<file path="src/rtl/core/jsr_pkg.sv">
package jsr_pkg;

  // Default line buffer depth (columns, boundary included)
  localparam int MAX_WIDTH_DEF = 1024;
  // Width of grid values
  localparam int VALUE_BITS = 32;
  // Residual accumulator width
  localparam int ACC_BITS = 63;

  localparam logic signed [63:0] ONE_Q24 = 64'sd16777216;
  localparam logic [47:0] COEF_LIM = 48'hFFFF_FFFF_FFFF;
  localparam logic [46:0] NCC_LIM = 47'h7FFF_FFFF_FFFF;

  // Configuration register indexes
  typedef enum logic [2:0] {
    REG_GRID_WIDTH  = 3'd0,
    REG_GRID_HEIGHT = 3'd1,
    REG_X_START     = 3'd2,
    REG_Y_START     = 3'd3,
    REG_DELTA_X     = 3'd4,
    REG_DELTA_Y     = 3'd5,
    REG_ALPHA       = 3'd6,
    REG_OMEGA       = 3'd7
  } cfg_reg_t;

  // Fraction bits dropped after a product
  typedef enum logic [1:0] {
    SH_0  = 2'd0,
    SH_24 = 2'd1,
    SH_35 = 2'd2
  } mul_shift_t;

  // Magnitude limit of a product
  typedef enum logic [1:0] {
    LIM_Q32 = 2'd0,
    LIM_BIG = 2'd1,
    LIM_ACC = 2'd2
  } mul_lim_t;

  // Request to the shared multiplier
  typedef struct packed {
    logic signed [63:0] a;
    logic signed [63:0] b;
    mul_shift_t         shift;
    mul_lim_t           lim;
  } mul_req_t;

  // Steps of the per-request sequence
  typedef enum logic [3:0] {
    OP_DXSQ = 4'd0,
    OP_CX   = 4'd1,
    OP_DYSQ = 4'd2,
    OP_CY   = 4'd3,
    OP_RCP  = 4'd4,
    OP_XPOS = 4'd5,
    OP_YPOS = 4'd6,
    OP_FXSQ = 4'd7,
    OP_FYSQ = 4'd8,
    OP_GXY  = 4'd9,
    OP_AP   = 4'd10,
    OP_TX   = 4'd11,
    OP_TY   = 4'd12,
    OP_QT   = 4'd13,
    OP_NV   = 4'd14,
    OP_SQ   = 4'd15
  } op_t;

  // Saturate a 64-bit value to the signed grid value range
  function automatic logic signed [VALUE_BITS-1:0] sat_value(input logic signed [63:0] v);
    logic signed [63:0] hi;
    logic signed [63:0] lo;
    hi = (64'sd1 <<< (VALUE_BITS - 1)) - 64'sd1;
    lo = -hi - 64'sd1;
    if (v > hi) begin
      return hi[VALUE_BITS-1:0];
    end else if (v < lo) begin
      return lo[VALUE_BITS-1:0];
    end
    return v[VALUE_BITS-1:0];
  endfunction

endpackage

</file>
<file path="src/rtl/core/jsr_recip.sv">
// Restoring divider for min(limit, floor(2^k / d)), one quotient bit a cycle
module jsr_recip (
  input  logic        clk,
  input  logic        rst_n,
  input  logic        start,
  input  logic [6:0]  k,
  input  logic [62:0] divisor,
  output logic        done,
  output logic [47:0] quotient
);

  logic [62:0] d_r;
  logic [62:0] rem_r;
  logic [47:0] q_r;
  logic        sat_r;
  logic        first_r;
  logic [6:0]  cnt_r;
  logic        busy_r;
  logic        done_r;

  logic [63:0] rsh;
  logic        ge;
  logic [63:0] diff;
  logic [62:0] rem_nxt;
  logic [48:0] q_nxt;
  logic        over;

  // One restoring step; the numerator is a single leading one
  always_comb begin
    rsh     = {rem_r, first_r};
    ge      = rsh >= {1'b0, d_r};
    diff    = rsh - {1'b0, d_r};
    rem_nxt = ge ? diff[62:0] : rsh[62:0];
    q_nxt   = {q_r, ge};
    over    = q_nxt > {1'b0, jsr_pkg::COEF_LIM};
  end

  always_ff @(posedge clk) begin
    if (!rst_n) begin
      busy_r <= 1'b0;
      cnt_r  <= '0;
      done_r <= 1'b0;
    end else begin
      done_r <= 1'b0;
      if (start) begin
        busy_r <= 1'b1;
        cnt_r  <= k;
      end else if (busy_r) begin
        if (cnt_r == 7'd0) begin
          busy_r <= 1'b0;
          done_r <= 1'b1;
        end else begin
          cnt_r <= cnt_r - 7'd1;
        end
      end
    end
  end

  always_ff @(posedge clk) begin
    if (start) begin
      d_r     <= divisor;
      rem_r   <= '0;
      q_r     <= '0;
      sat_r   <= (divisor == 63'd0);
      first_r <= 1'b1;
    end else if (busy_r) begin
      rem_r   <= rem_nxt;
      q_r     <= q_nxt[47:0];
      sat_r   <= sat_r | over;
      first_r <= 1'b0;
    end
  end

  assign done     = done_r;
  assign quotient = sat_r ? jsr_pkg::COEF_LIM : q_r;

endmodule

</file>
<file path="config.mk">
export PLATFORM = sky130hd
export DESIGN_NAME = jsr_recip
export DESIGN_NICKNAME = d
export VERILOG_FILES = /design/src/rtl/core/jsr_pkg.sv /design/src/rtl/core/jsr_recip.sv
export SDC_FILE = /design/constraint.sdc
export NUM_CORES = 1
export LEC_CHECK = 0
export ABC_CLOCK_PERIOD_IN_PS = 4300
export BUFFER_PORTS_ARGS = -buffer_cell sky130_fd_sc_hd__buf_2
export CAP_MARGIN = 25
export CELL_PAD_IN_SITES_DETAIL_PLACEMENT = 1
export CELL_PAD_IN_SITES_GLOBAL_PLACEMENT = 1
export CORE_UTILIZATION = 45
export DETAILED_ROUTE_END_ITERATION = 10
export GPL_TIMING_DRIVEN = 0
export PLACE_DENSITY_LB_ADDON = 0.1
export SLEW_MARGIN = 20
export SYNTH_ARGS = -nofsm -noshare
export SYNTH_HDL_FRONTEND = slang
export SYNTH_SLANG_ARGS = --single-unit
</file>
<file path="constraint.sdc">
create_clock -name clk -period 4.3 [get_ports clk]
set_input_delay 0.215 -clock clk [delete_from_list [all_inputs] [get_ports clk]]
set_output_delay 0.215 -clock clk [all_outputs]
set_load 0.01 [all_outputs]
</file>
==> impl_metrics.py <==
metrics = {
    "sta": {
        "skew_ns": 0.0145,
        "slew_headroom_pct": 31.6,
        "rsz0062_at_grt": "no",
        "fin_tns_setup_ns": 0,
        "period_minus_slack_ns": 4.09,
        "clock.fmax_ghz": 0.245,
        "worstMarginPinSlew_ns": 1.02,
        "period_share_pct": 95.0,
        "drv_slew": 0,
        "hold_violations": 0,
        "setup_viol_count_final": 0,
        "worst_slack_ns": 0.214,
    },
    "cts": {
        "clkSinkCount": 185,
        "ctsLongestPathBuffers": 2,
        "clockRootBuffer": "clkbuf_16",
        "numCtsBuffers": 17,
        "htree_levels": 4,
        "clk_pin_slew_ns": 0.08,
        "cts_setup_buffers": 0,
        "insertion_delay_ns": 0.45,
        "cts_tree": "done",
    },
    "worst_hold_path": {
        "hold_path.class": "in -> reg",
        "hold_start": "rst_n",
        "min_to": "done",
        "hold_depth": 3,
    },
    "yosys": {
        "synth-xor-area-share_pct": 4.78,
        "syn_nets": 1423,
        "synth-seq-cells": 185,
        "synth_top_area_share_pct": 21.7,
        "ys.flop_type": "dfxtp_1",
        "synthesis.area_um2": 11200,
        "synthTopCellsByArea": "dfxtp_1 (22%), edfxtp_1 (17%), ha_1 (7.3%)",
        "syn-instance-count": 1284,
        "synth_warnings": 0,
        "synth_common_cells": "nor2_1 (166), dfxtp_1 (121), a21oi_1 (104)",
        "synth_top_family_by_area": "compound AO/OA/AOI/OAI gates",
        "yosysMostFrequentCell": "nor2_1",
        "yosys.area_share.simple_pct": 17.3,
        "synth-seq-area-share_pct": 38.8,
        "synth_fa_ha_area_share_pct": 7.45,
        "synth-edff-count": 64,
        "synth_compound_area_share_pct": 20.3,
        "synthMuxAreaShare_pct": 6.16,
        "async_flop_share_pct": 0,
        "post_synth.cell_area_avg_um2": 8.71,
        "yosysTopAreaCell": "dfxtp_1",
        "synth_cell_types": 70,
    },
    "setup_path": {
        "end_kind": "register",
        "r2r_slack_ns": 0.21,
        "path_class": "reg -> reg",
        "cp_slowest_cell": "or4b_1",
        "max_stage_delay_ns": 0.54,
        "worstSetupStartpoint": "d_r[13]",
        "path_cells": "inv_1, ha_1, clkbuf_1, a21oi_1, o21ai_0, a211o_1, or4b_1, a221oi_1, a21oi_2, nor2_4, clkbuf_1, o21ai_0, a22o_1",
        "critPathArrivalTime_ns": 4.43,
        "r2r_cells": 13,
        "r2r-start": "d_r[13]",
        "worstSetupStartpointType": "register",
        "crit_required_ns": 4.64,
        "critPathTopFamily": "compound AO/OA/AOI/OAI gates",
        "crit_buf_inv": 3,
        "timing.rr.end": "rem_r[37]",
        "path_max_fanout": 10,
    },
    "placed_design": {
        "place_congestion": 0.894,
        "port_buffers": 121,
        "place_hpwl_mm": 27.3,
        "preCtsSetupSlack_ns": 0.131,
    },
    "floorplanning": {
        "dieArea_um2": 25500,
        "die_h_um": 160,
        "start_util_pct": 46.0,
        "core_um2": 24300,
        "ios": 122,
        "rows": 57,
        "die_w_um": 160,
    },
    "route": {
        "wire_per_inst_um": 20.0,
        "vias": 10294,
        "viasPerCell": 5.64,
        "drtIter0Drc": 504,
        "drc": 0,
        "drtPass1Iterations": 5,
        "routed_wl_mm": 36.4,
        "ant_nets": 0,
    },
    "power_and_ir_drop": {
        "intPower_mw": 3.28,
        "p_total_mw": 5.02,
        "p_clk_share_pct": 32.5,
        "power.net_switching_mw": 1.74,
        "seqPwrFrac_pct": 39.6,
        "power_per_cell_area_nw_per_um2": 372,
        "power_leakage_nw": 5.89,
        "swShare_pct": 34.6,
        "ir_drop_v": 0.000189,
        "p_comb_share_pct": 27.9,
    },
    "global_routing": {
        "first_global_vias": 10738,
        "grt_max_degree": 56,
        "antenna_found_initial": 0,
        "grt_pass1_wl_mm": 58.1,
        "grt_overflow_total": 0,
        "grt_util_all_layers_pct": 29.2,
    },
    "final_layout": {
        "utilization_pct": 55.4,
        "nets": 1627,
        "antenna_cells": 0,
        "layout-drive-gt1-share_pct": 15.4,
        "synthToLayoutAreaGrowth_pct": 20.4,
    },
    "run": {
        "drv_cap": 0,
    },
    "status": {
        "status": "finished, final reports clean",
    },
}
final cells by class:
cell class / instances / area, um^2
Clock buffer: 18 / 450
Tap cell: 324 / 405
Sequential cell: 185 / 4340
Buffer: 67 / 277
Clock inverter: 14 / 146
Timing Repair Buffer: 185 / 1270
Multi-Input combinational cell: 951 / 6280
Inverter: 81 / 307
Fill cell: 2926 / 10800
logic make-up (layout without fill, tap and decap cells):
logic type,after synthesis,count (layout)
compound gates,350,350
xor+xnor,61,61
fa+ha+maj,66,66
buf+inv,148,365
flops,185,185
mux,67,67
simple gates,407,407
repair_timing:
action,in CTS,in global routing
endpoints found under the hold margin,63,0
hold buffers,63,0
endpoints found under the setup margin,0,12
resized for setup,0,5
worst min-delay path: stages:
cell and delay, ns:
buf_2 0.15, nand2_1 0.07, nor2_1 0.03
how the worst max path moves through the flow:
stage / end / slack (ns) / cells past startpoint
2_1_floorplan: rem_r[22] / 1.08 / 14
6_report: rem_r[37] / 0.21 / 13
3_3_place_gp: rem_r[59] / -0.13 / 12
5_1_grt: rem_r[2] / 0.009 / 13
4_1_cts: rem_r[59] / 0.0009 / 12
3_5_place_dp: rem_r[59] / 0.13 / 12
power by group through the flow:
stage | Combinational, mW | Clock [mW] | Sequential, mW
after global placement | 1.29 | 0 | 2.02
after CTS | 1.39 | 1.65 | 1.99
after floorplan | 0.935 | 0 | 2.00
after global routing | 1.54 | 1.72 | 2.00
after detailed placement | 1.33 | 0 | 2.03
final | 1.40 | 1.63 | 1.99
layout by cell type, fill, tap and decap left out, types with 16 or more instances in the layout:
| cell | n |
|---|---|
| edfxtp_1 | 64 |
| dfxtp_1 | 121 |
| inv_1 | 80 |
| or2_2 | 48 |
| a21o_1 | 32 |
| nand4_1 | 24 |
| a21oi_1 | 104 |
| clkbuf_16 | 18 |
| buf_2 | 129 |
| o21bai_1 | 16 |
| a211oi_1 | 42 |
| clkbuf_1 | 47 |
| and2_1 | 16 |
| xor2_1 | 20 |
| mux2i_1 | 61 |
| nor4_1 | 18 |
| o21ai_0 | 58 |
| nand2_1 | 78 |
| xnor2_1 | 41 |
| nor2_1 | 166 |
| dlygate4sd3_1 | 63 |
| ha_1 | 65 |
registers in the layout, indices dropped and copies added (netlist names):
signal   cells
done         1
first_r      1
d_r         63
cnt_r        7
sat_r        1
q_r         48
busy_r       1
rem_r       63
through the flow:
step                      cell area, um^2  hold WS (ns)  instances
after floorplan                     11200         0.314       1284
after global placement              12200         0.407       1729
after detailed placement            12200         0.410       1730
after CTS                           13500        0.0658       1825
after global routing                13500        0.0697       1825
final                               13500        0.0646       1825
metal layers:
metal	vias to the layer above	GRT usage [%]	routed length, um
met5	-	0	0
met4	0	8.44	804
met3	44	4.70	1460
met2	234	49.8	17600
met1	5022	37.9	16600
li1	4994	-	-
(Power assumes the default switching activity.)
