**config.mk**
```make
export PLATFORM = sky130hd
export DESIGN_NAME = jsr_mul
export DESIGN_NICKNAME = d
export VERILOG_FILES = /design/src/rtl/core/jsr_pkg.sv /design/src/rtl/core/jsr_mul.sv
export SDC_FILE = /design/constraint.sdc
export NUM_CORES = 2
export LEC_CHECK = 0
export ABC_CLOCK_PERIOD_IN_PS = 24100
export BUFFER_PORTS_ARGS = -buffer_cell sky130_fd_sc_hd__clkbuf_2
export CORE_MARGIN = 2
export CORE_UTILIZATION = 23
export CTS_CLUSTER_DIAMETER = 150
export DETAILED_ROUTE_END_ITERATION = 7
export GPL_TIMING_DRIVEN = 0
export MAX_ROUTING_LAYER = met4
export PLACE_DENSITY = 0.41
export SYNTH_ARGS = -nofsm -noshare
export SYNTH_HDL_FRONTEND = slang
export SYNTH_SLANG_ARGS = --single-unit
```
**constraint.sdc**
```tcl
create_clock -name clk -period 24.1 [get_ports clk]
set_input_delay 2.41 -clock clk [delete_from_list [all_inputs] [get_ports clk]]
set_output_delay 2.41 -clock clk [all_outputs]
set_load 0.05 [all_outputs]
```
**src/rtl/core/jsr_pkg.sv**
```systemverilog
package jsr_pkg;

  // Default line buffer depth (columns, boundary included)
  localparam int MAX_WIDTH_DEF = 1024;
  // Width of grid values
  localparam int VALUE_BITS = 32;
  // Residual accumulator width
  localparam int ACC_BITS = 63;

  localparam logic signed [63:0] ONE_Q24 = 64'sd16777216;
  localparam logic [47:0] COEF_LIM = 48'hFFFF_FFFF_FFFF;
  localparam logic [46:0] NCC_LIM = 47'h7FFF_FFFF_FFFF;

  // Configuration register indexes
  typedef enum logic [2:0] {
    REG_GRID_WIDTH  = 3'd0,
    REG_GRID_HEIGHT = 3'd1,
    REG_X_START     = 3'd2,
    REG_Y_START     = 3'd3,
    REG_DELTA_X     = 3'd4,
    REG_DELTA_Y     = 3'd5,
    REG_ALPHA       = 3'd6,
    REG_OMEGA       = 3'd7
  } cfg_reg_t;

  // Fraction bits dropped after a product
  typedef enum logic [1:0] {
    SH_0  = 2'd0,
    SH_24 = 2'd1,
    SH_35 = 2'd2
  } mul_shift_t;

  // Magnitude limit of a product
  typedef enum logic [1:0] {
    LIM_Q32 = 2'd0,
    LIM_BIG = 2'd1,
    LIM_ACC = 2'd2
  } mul_lim_t;

  // Request to the shared multiplier
  typedef struct packed {
    logic signed [63:0] a;
    logic signed [63:0] b;
    mul_shift_t         shift;
    mul_lim_t           lim;
  } mul_req_t;

  // Steps of the per-request sequence
  typedef enum logic [3:0] {
    OP_DXSQ = 4'd0,
    OP_CX   = 4'd1,
    OP_DYSQ = 4'd2,
    OP_CY   = 4'd3,
    OP_RCP  = 4'd4,
    OP_XPOS = 4'd5,
    OP_YPOS = 4'd6,
    OP_FXSQ = 4'd7,
    OP_FYSQ = 4'd8,
    OP_GXY  = 4'd9,
    OP_AP   = 4'd10,
    OP_TX   = 4'd11,
    OP_TY   = 4'd12,
    OP_QT   = 4'd13,
    OP_NV   = 4'd14,
    OP_SQ   = 4'd15
  } op_t;

  // Saturate a 64-bit value to the signed grid value range
  function automatic logic signed [VALUE_BITS-1:0] sat_value(input logic signed [63:0] v);
    logic signed [63:0] hi;
    logic signed [63:0] lo;
    hi = (64'sd1 <<< (VALUE_BITS - 1)) - 64'sd1;
    lo = -hi - 64'sd1;
    if (v > hi) begin
      return hi[VALUE_BITS-1:0];
    end else if (v < lo) begin
      return lo[VALUE_BITS-1:0];
    end
    return v[VALUE_BITS-1:0];
  endfunction

endpackage

```
**src/rtl/core/jsr_mul.sv**
```systemverilog
// Shared sign-magnitude multiplier: 64x64 from four 32x32 partial products,
// then truncating shift and magnitude limit.
module jsr_mul (
  input  logic                clk,
  input  logic                rst_n,
  input  logic                start,
  input  jsr_pkg::mul_req_t   req,
  output logic                done,
  output logic signed [63:0]  result
);

  logic [63:0]          ma_r;
  logic [63:0]          mb_r;
  logic                 neg_r;
  jsr_pkg::mul_shift_t  shift_r;
  jsr_pkg::mul_lim_t    lim_r;
  logic [2:0]           cnt_r;
  logic                 busy_r;
  logic                 done_r;
  logic [63:0]          pp_r;
  logic [127:0]         acc_r;
  logic signed [63:0]   res_r;

  logic [63:0]  abs_a;
  logic [63:0]  abs_b;
  logic [31:0]  op_a;
  logic [31:0]  op_b;
  logic [127:0] pp_sh;
  logic [127:0] shifted;
  logic [63:0]  lim_v;
  logic [63:0]  mag;

  assign abs_a = req.a[63] ? $unsigned(-req.a) : $unsigned(req.a);
  assign abs_b = req.b[63] ? $unsigned(-req.b) : $unsigned(req.b);

  // Partial product operand select
  always_comb begin
    unique case (cnt_r[1:0])
      2'd0: begin op_a = ma_r[31:0];  op_b = mb_r[31:0];  end
      2'd1: begin op_a = ma_r[31:0];  op_b = mb_r[63:32]; end
      2'd2: begin op_a = ma_r[63:32]; op_b = mb_r[31:0];  end
      default: begin op_a = ma_r[63:32]; op_b = mb_r[63:32]; end
    endcase
  end

  // Align the registered partial product of the previous step
  always_comb begin
    unique case (cnt_r)
      3'd1:       pp_sh = {64'd0, pp_r};
      3'd2, 3'd3: pp_sh = {32'd0, pp_r, 32'd0};
      3'd4:       pp_sh = {pp_r, 64'd0};
      default:    pp_sh = '0;
    endcase
  end

  // Truncate and limit
  always_comb begin
    unique case (shift_r)
      jsr_pkg::SH_24: shifted = acc_r >> 24;
      jsr_pkg::SH_35: shifted = acc_r >> 35;
      default:        shifted = acc_r;
    endcase
    unique case (lim_r)
      jsr_pkg::LIM_Q32: lim_v = 64'h0000_0000_7FFF_FFFF;
      jsr_pkg::LIM_BIG: lim_v = 64'h4000_0000_0000_0000;
      default:          lim_v = 64'h7FFF_FFFF_FFFF_FFFF;
    endcase
    mag = ((|shifted[127:64]) || (shifted[63:0] > lim_v)) ? lim_v : shifted[63:0];
  end

  // Control
  always_ff @(posedge clk) begin
    if (!rst_n) begin
      busy_r <= 1'b0;
      cnt_r  <= '0;
      done_r <= 1'b0;
    end else begin
      done_r <= 1'b0;
      if (start) begin
        busy_r <= 1'b1;
        cnt_r  <= '0;
      end else if (busy_r) begin
        cnt_r <= cnt_r + 3'd1;
        if (cnt_r == 3'd5) begin
          busy_r <= 1'b0;
          done_r <= 1'b1;
        end
      end
    end
  end

  // Datapath
  always_ff @(posedge clk) begin
    if (start) begin
      ma_r    <= abs_a;
      mb_r    <= abs_b;
      neg_r   <= req.a[63] ^ req.b[63];
      shift_r <= req.shift;
      lim_r   <= req.lim;
      acc_r   <= '0;
    end else if (busy_r) begin
      pp_r  <= op_a * op_b;
      acc_r <= acc_r + pp_sh;
      if (cnt_r == 3'd5) begin
        res_r <= neg_r ? -$signed(mag) : $signed(mag);
      end
    end
  end

  assign done   = done_r;
  assign result = res_r;

endmodule

```
==> results by stage <==
Status:
- The run finished, with violations left.
- The final reports fail on capacitance limit, slew limit.

Yosys:
- Yosys attributes the largest share of cell area to fa_1 (29%), edfxtp_1 (13%), ha_1 (9.3%).
- The netlist area before placement is 62020 um^2.
- Synthesis produced a netlist with a net count of 8557.
- In this run the mean area of a mapped cell was approximately 9 um^2.
- The share of the Yosys chip area taken by registers is 16.93%.
- The synthesized netlist devotes 38.30% of its cell area to adder and majority cells.
- The synthesized netlist cell count is 7062.
- After synthesis, the largest family of logic cells by area is adder cells.
- The xor-xnor portion of the synthesized cell area is 4.675%.
- Of the total synthesized cell area, the portion taken by AND, OR, NAND and NOR gates is 15.60%.
- Counting distinct cell types in the post-synthesis netlist gives 80.
- The count of state elements after synthesis is 394.
- The fraction of registers with async set/reset is 0%.
- The share of Yosys cell area claimed by the top area cell type is 28.96%.
- Yosys mapped a number of flops with a built-in enable equal to between 200 and 300.
- The total of warnings raised by yosys is 0.
- The multiplexer share of the synthesized area is 3.295%.
- In the synthesized netlist the dominant register cell turns out to be edfxtp_1.
- The synthesized netlist devotes a little over an eighth of its cell area to compound gates.
- The largest total area in the synthesized netlist belongs to fa_1.

Finish:
- Compared with the post-synthesis result, the final layout area differs by 12.71%.
- For this run, the post-layout net count is roughly 8800.
- The multi-input combinational cells in the finished layout cover a total of 46730 um^2.
- The design area is 69900 um^2.
- Of the cells placed in the final design, the portion with a size suffix greater than 1 is 6.419%.
- The layout has approximately 29000 filler cells.
- For this run, the number of standard cells in the final layout without fillers is 10950.
- Across the whole layout, storage elements account for 10500 um^2.
- The library cell used most frequently in the layout, excluding fill and tap cells, is inv_1.
- The top cell types in the final layout, fill and taps aside, are inv_1 (963), fa_1 (897), nor2_1 (868).

GRT:
- Global routing finished with a remaining overflow of 0.
- The initial antenna violation count is 8.
- The number of global-route vias before repair is 55580.
- The global-route usage over all layers is ~22%.
- The global-route wire length before repair is between 400000 and 500000 um.
- The largest net degree at the start of global routing is 70.

Timing:
- The final count of negative-setup-slack endpoints is 0.
- In the final timing run, aggregate negative setup slack is 0 ns.
- The final number of max-transition violations is 20.
- Setup repair after global routing left no endpoint under its margin.
- The normalized max-slew margin is -3.851%.
- The final hold violation count is 0.
- For the pin with the worst max-slew slack, the measured transition is 1.514 ns.
- The final period demand of the worst path is 13.43 ns.
- Across the routed clock network, the largest skew measured is ~0.060 ns.
- The highest clock rate is 74.47 MHz.
- The post-route fraction of the period consumed by the critical path is 55.72%.

Worst setup path:
- The critical register-to-register path startpoint is shift_r[1].
- The path length in cells of the critical path is 36.
- STA classifies the critical path endpoint as a flop.
- The number of buffers and inverters on the critical path is 13.
- The cell depth of the worst flop-to-flop path is 36.
- The setup slack of the worst register-to-register path is between 10 and 15 ns.
- The critical-path cell with the highest stage delay is o21ai_1.
- The largest fanout on the critical path is 10.
- The worst setup path is launched from a flop.
- The required time at the endpoint of the critical path is between 20 and 25 ns.
- The critical path is of the reg2reg type.
- For the worst setup path, the data arrival time is 13.83 ns.
- The peak per-stage delay on the critical path is 0.73 ns.
- In this run the critical register-to-register path is captured at result[44].
- The kind of cell adding the most delay to the critical path is buffers and inverters.
- The most frequent cell on the critical path is clkbuf_1.

Clock tree:
- The root buffer selected by CTS is clkbuf_16.
- After clock tree synthesis, the clock-pin slew on the worst setup and hold paths is 0.06 ns.
- The clock net in this run drives a total of 394 sinks.
- The maximum level of the CTS H-tree is 2.
- TritonCTS built the clock tree.
- The later pin in the worst-skew pair is clocked with a latency of just over 0.7 ns.
- Gates resized during post-CTS repair numbered 0.
- The buffers inserted during post-CTS setup optimization is 0.
- In this run, post-CTS hold repair placed 0 buffers.
- The total CTS buffers is 52.
- The largest buffer count on any clock path is 3.

Hold path:
- The startpoint identified for the worst hold timing path is acc_r[123].
- The count of cells along the worst hold path is 2.
- The worst hold path terminates at acc_r[123].
- The path type of the worst min-delay path is reg2reg.

Routing:
- In the routed design, unresolved DRC markers number 0.
- Summing over every cut layer, the via total after detailed routing is 53940.
- After detailed routing, the average wire length per cell comes to 27.14 um.
- The number of vias per cell is 4.929.
- The pre-antenna-repair detailed-routing pass consisted of 6 iterations.
- Wires add up to 297000 um.
- In this run, the number of DRC markers left after iteration 0 of detailed routing was ~4300.
- The count of nets left with antenna violations once routing finished came out at 0.

Die:
- In this run the standard cell core region covers 268200 um^2.
- Pin placement for this block handled 200 I/O pins.
- The initialized floorplan defines between 150 and 200 standard-cell rows.
- The total die area is between 200000 and 300000 um^2.
- The die is 523.3 um wide.
- The initial utilization of the core area, before any placement, comes to 23.13%.
- The floorplan step set the die height to around 520 um.

Place:
- The count of buffers added on input and output ports is 197.
- The routability congestion estimate is about 0.99.
- The HPWL after detailed placement is 249400 um.
- The number of placed instances with taps included is 10840.
- The area after detailed placement is 68130 um^2.

Job:
- The tool flagged a number of max-cap violations equal to 5.
## worst min-delay path: stages, from the launching register on
cell	delay (ns)
dfxtp_1	0.32
nand2_1	0.05
o21ai_0	0.06
## stage by stage
| stage | worst slack, ns | hold slack [ns] | util, % |
|---|---|---|---|
| 6_report | 10.67 | 0.4837 | 26.07 |
| 3_5_place_dp | 10.97 | 0.4772 | 25.41 |
| 2_1_floorplan | 14.48 | 0.4536 | - |
| 5_1_grt | 10.14 | 0.5058 | 26.06 |
| 3_3_place_gp | 9.348 | 0.4745 | 25.15 |
| 4_1_cts | 10.88 | 0.4859 | 26.05 |
## layout make-up
class	count	share of cell area, %
plain buffers	368	1.991
inverters	964	5.177
repair buffers	228	2.080
well taps	3552	6.358
clock buffers	60	1.905
multi-input cells	5336	66.86
diodes	9	0.03222
flip-flops and latches	394	15.02
clock inverters	34	0.5746
## sequential cells by signal, indices dropped and copies added, names as in the netlist
register,flops
acc_r,128
ma_r,64
mb_r,64
pp_r,64
result,64
cnt_r,3
lim_r,2
shift_r,2
busy_r,1
done,1
neg_r,1
## synthesized netlist by cell type (65+ instances only)
| cell type | instances |
|---|---|
| o21ai_0 | 270 |
| a22o_1 | 70 |
| mux2_2 | 65 |
| ha_1 | 463 |
| nand2_1 | 753 |
| inv_1 | 963 |
| fa_1 | 897 |
| dfxtp_1 | 133 |
| nor3_1 | 70 |
| nand3_1 | 73 |
| nand4_1 | 95 |
| xnor2_1 | 260 |
| a21oi_1 | 326 |
| edfxtp_1 | 261 |
| nor2_1 | 871 |
| clkbuf_1 | 339 |
| mux2i_1 | 131 |
| a21o_1 | 150 |
| xor2_1 | 71 |
## cell families after synthesis
logic type               count (synthesis)
buffers and inverters                 1332
multiplexers                           196
adder cells (fa/ha/maj)               1360
flip-flops                             394
AND/OR/NAND/NOR                       2191
XOR/XNOR                               331
AO/OA/AOI/OAI                         1258
## worst max path at each step
stage	endpoint	startpoint	slack, ns
after floorplan	pp_r[62]	cnt_r[0]	14.48
after detailed placement	result[44]	shift_r[1]	10.97
after CTS	result[44]	shift_r[1]	10.88
after global placement	pp_r[63]	cnt_r[0]	9.35
final	result[44]	shift_r[1]	10.67
after global routing	result[44]	shift_r[1]	10.14
## routing by layer
metal / wire length (um) / GRT usage [%] / part of all wire, % / vias up
li1: - / - / - / 23980
met1: 126900 / 27.54 / 43 / 27330
met2: 136500 / 35.49 / 46 / 2119
met3: 16140 / 2.684 / 5.4 / 520
met4: 17590 / 10.59 / 5.9 / 0
met5: 0 / - / 0 / -
Power is not shown: default switching activity piles up to over one toggle a cycle in this logic, so the estimate is an artifact.
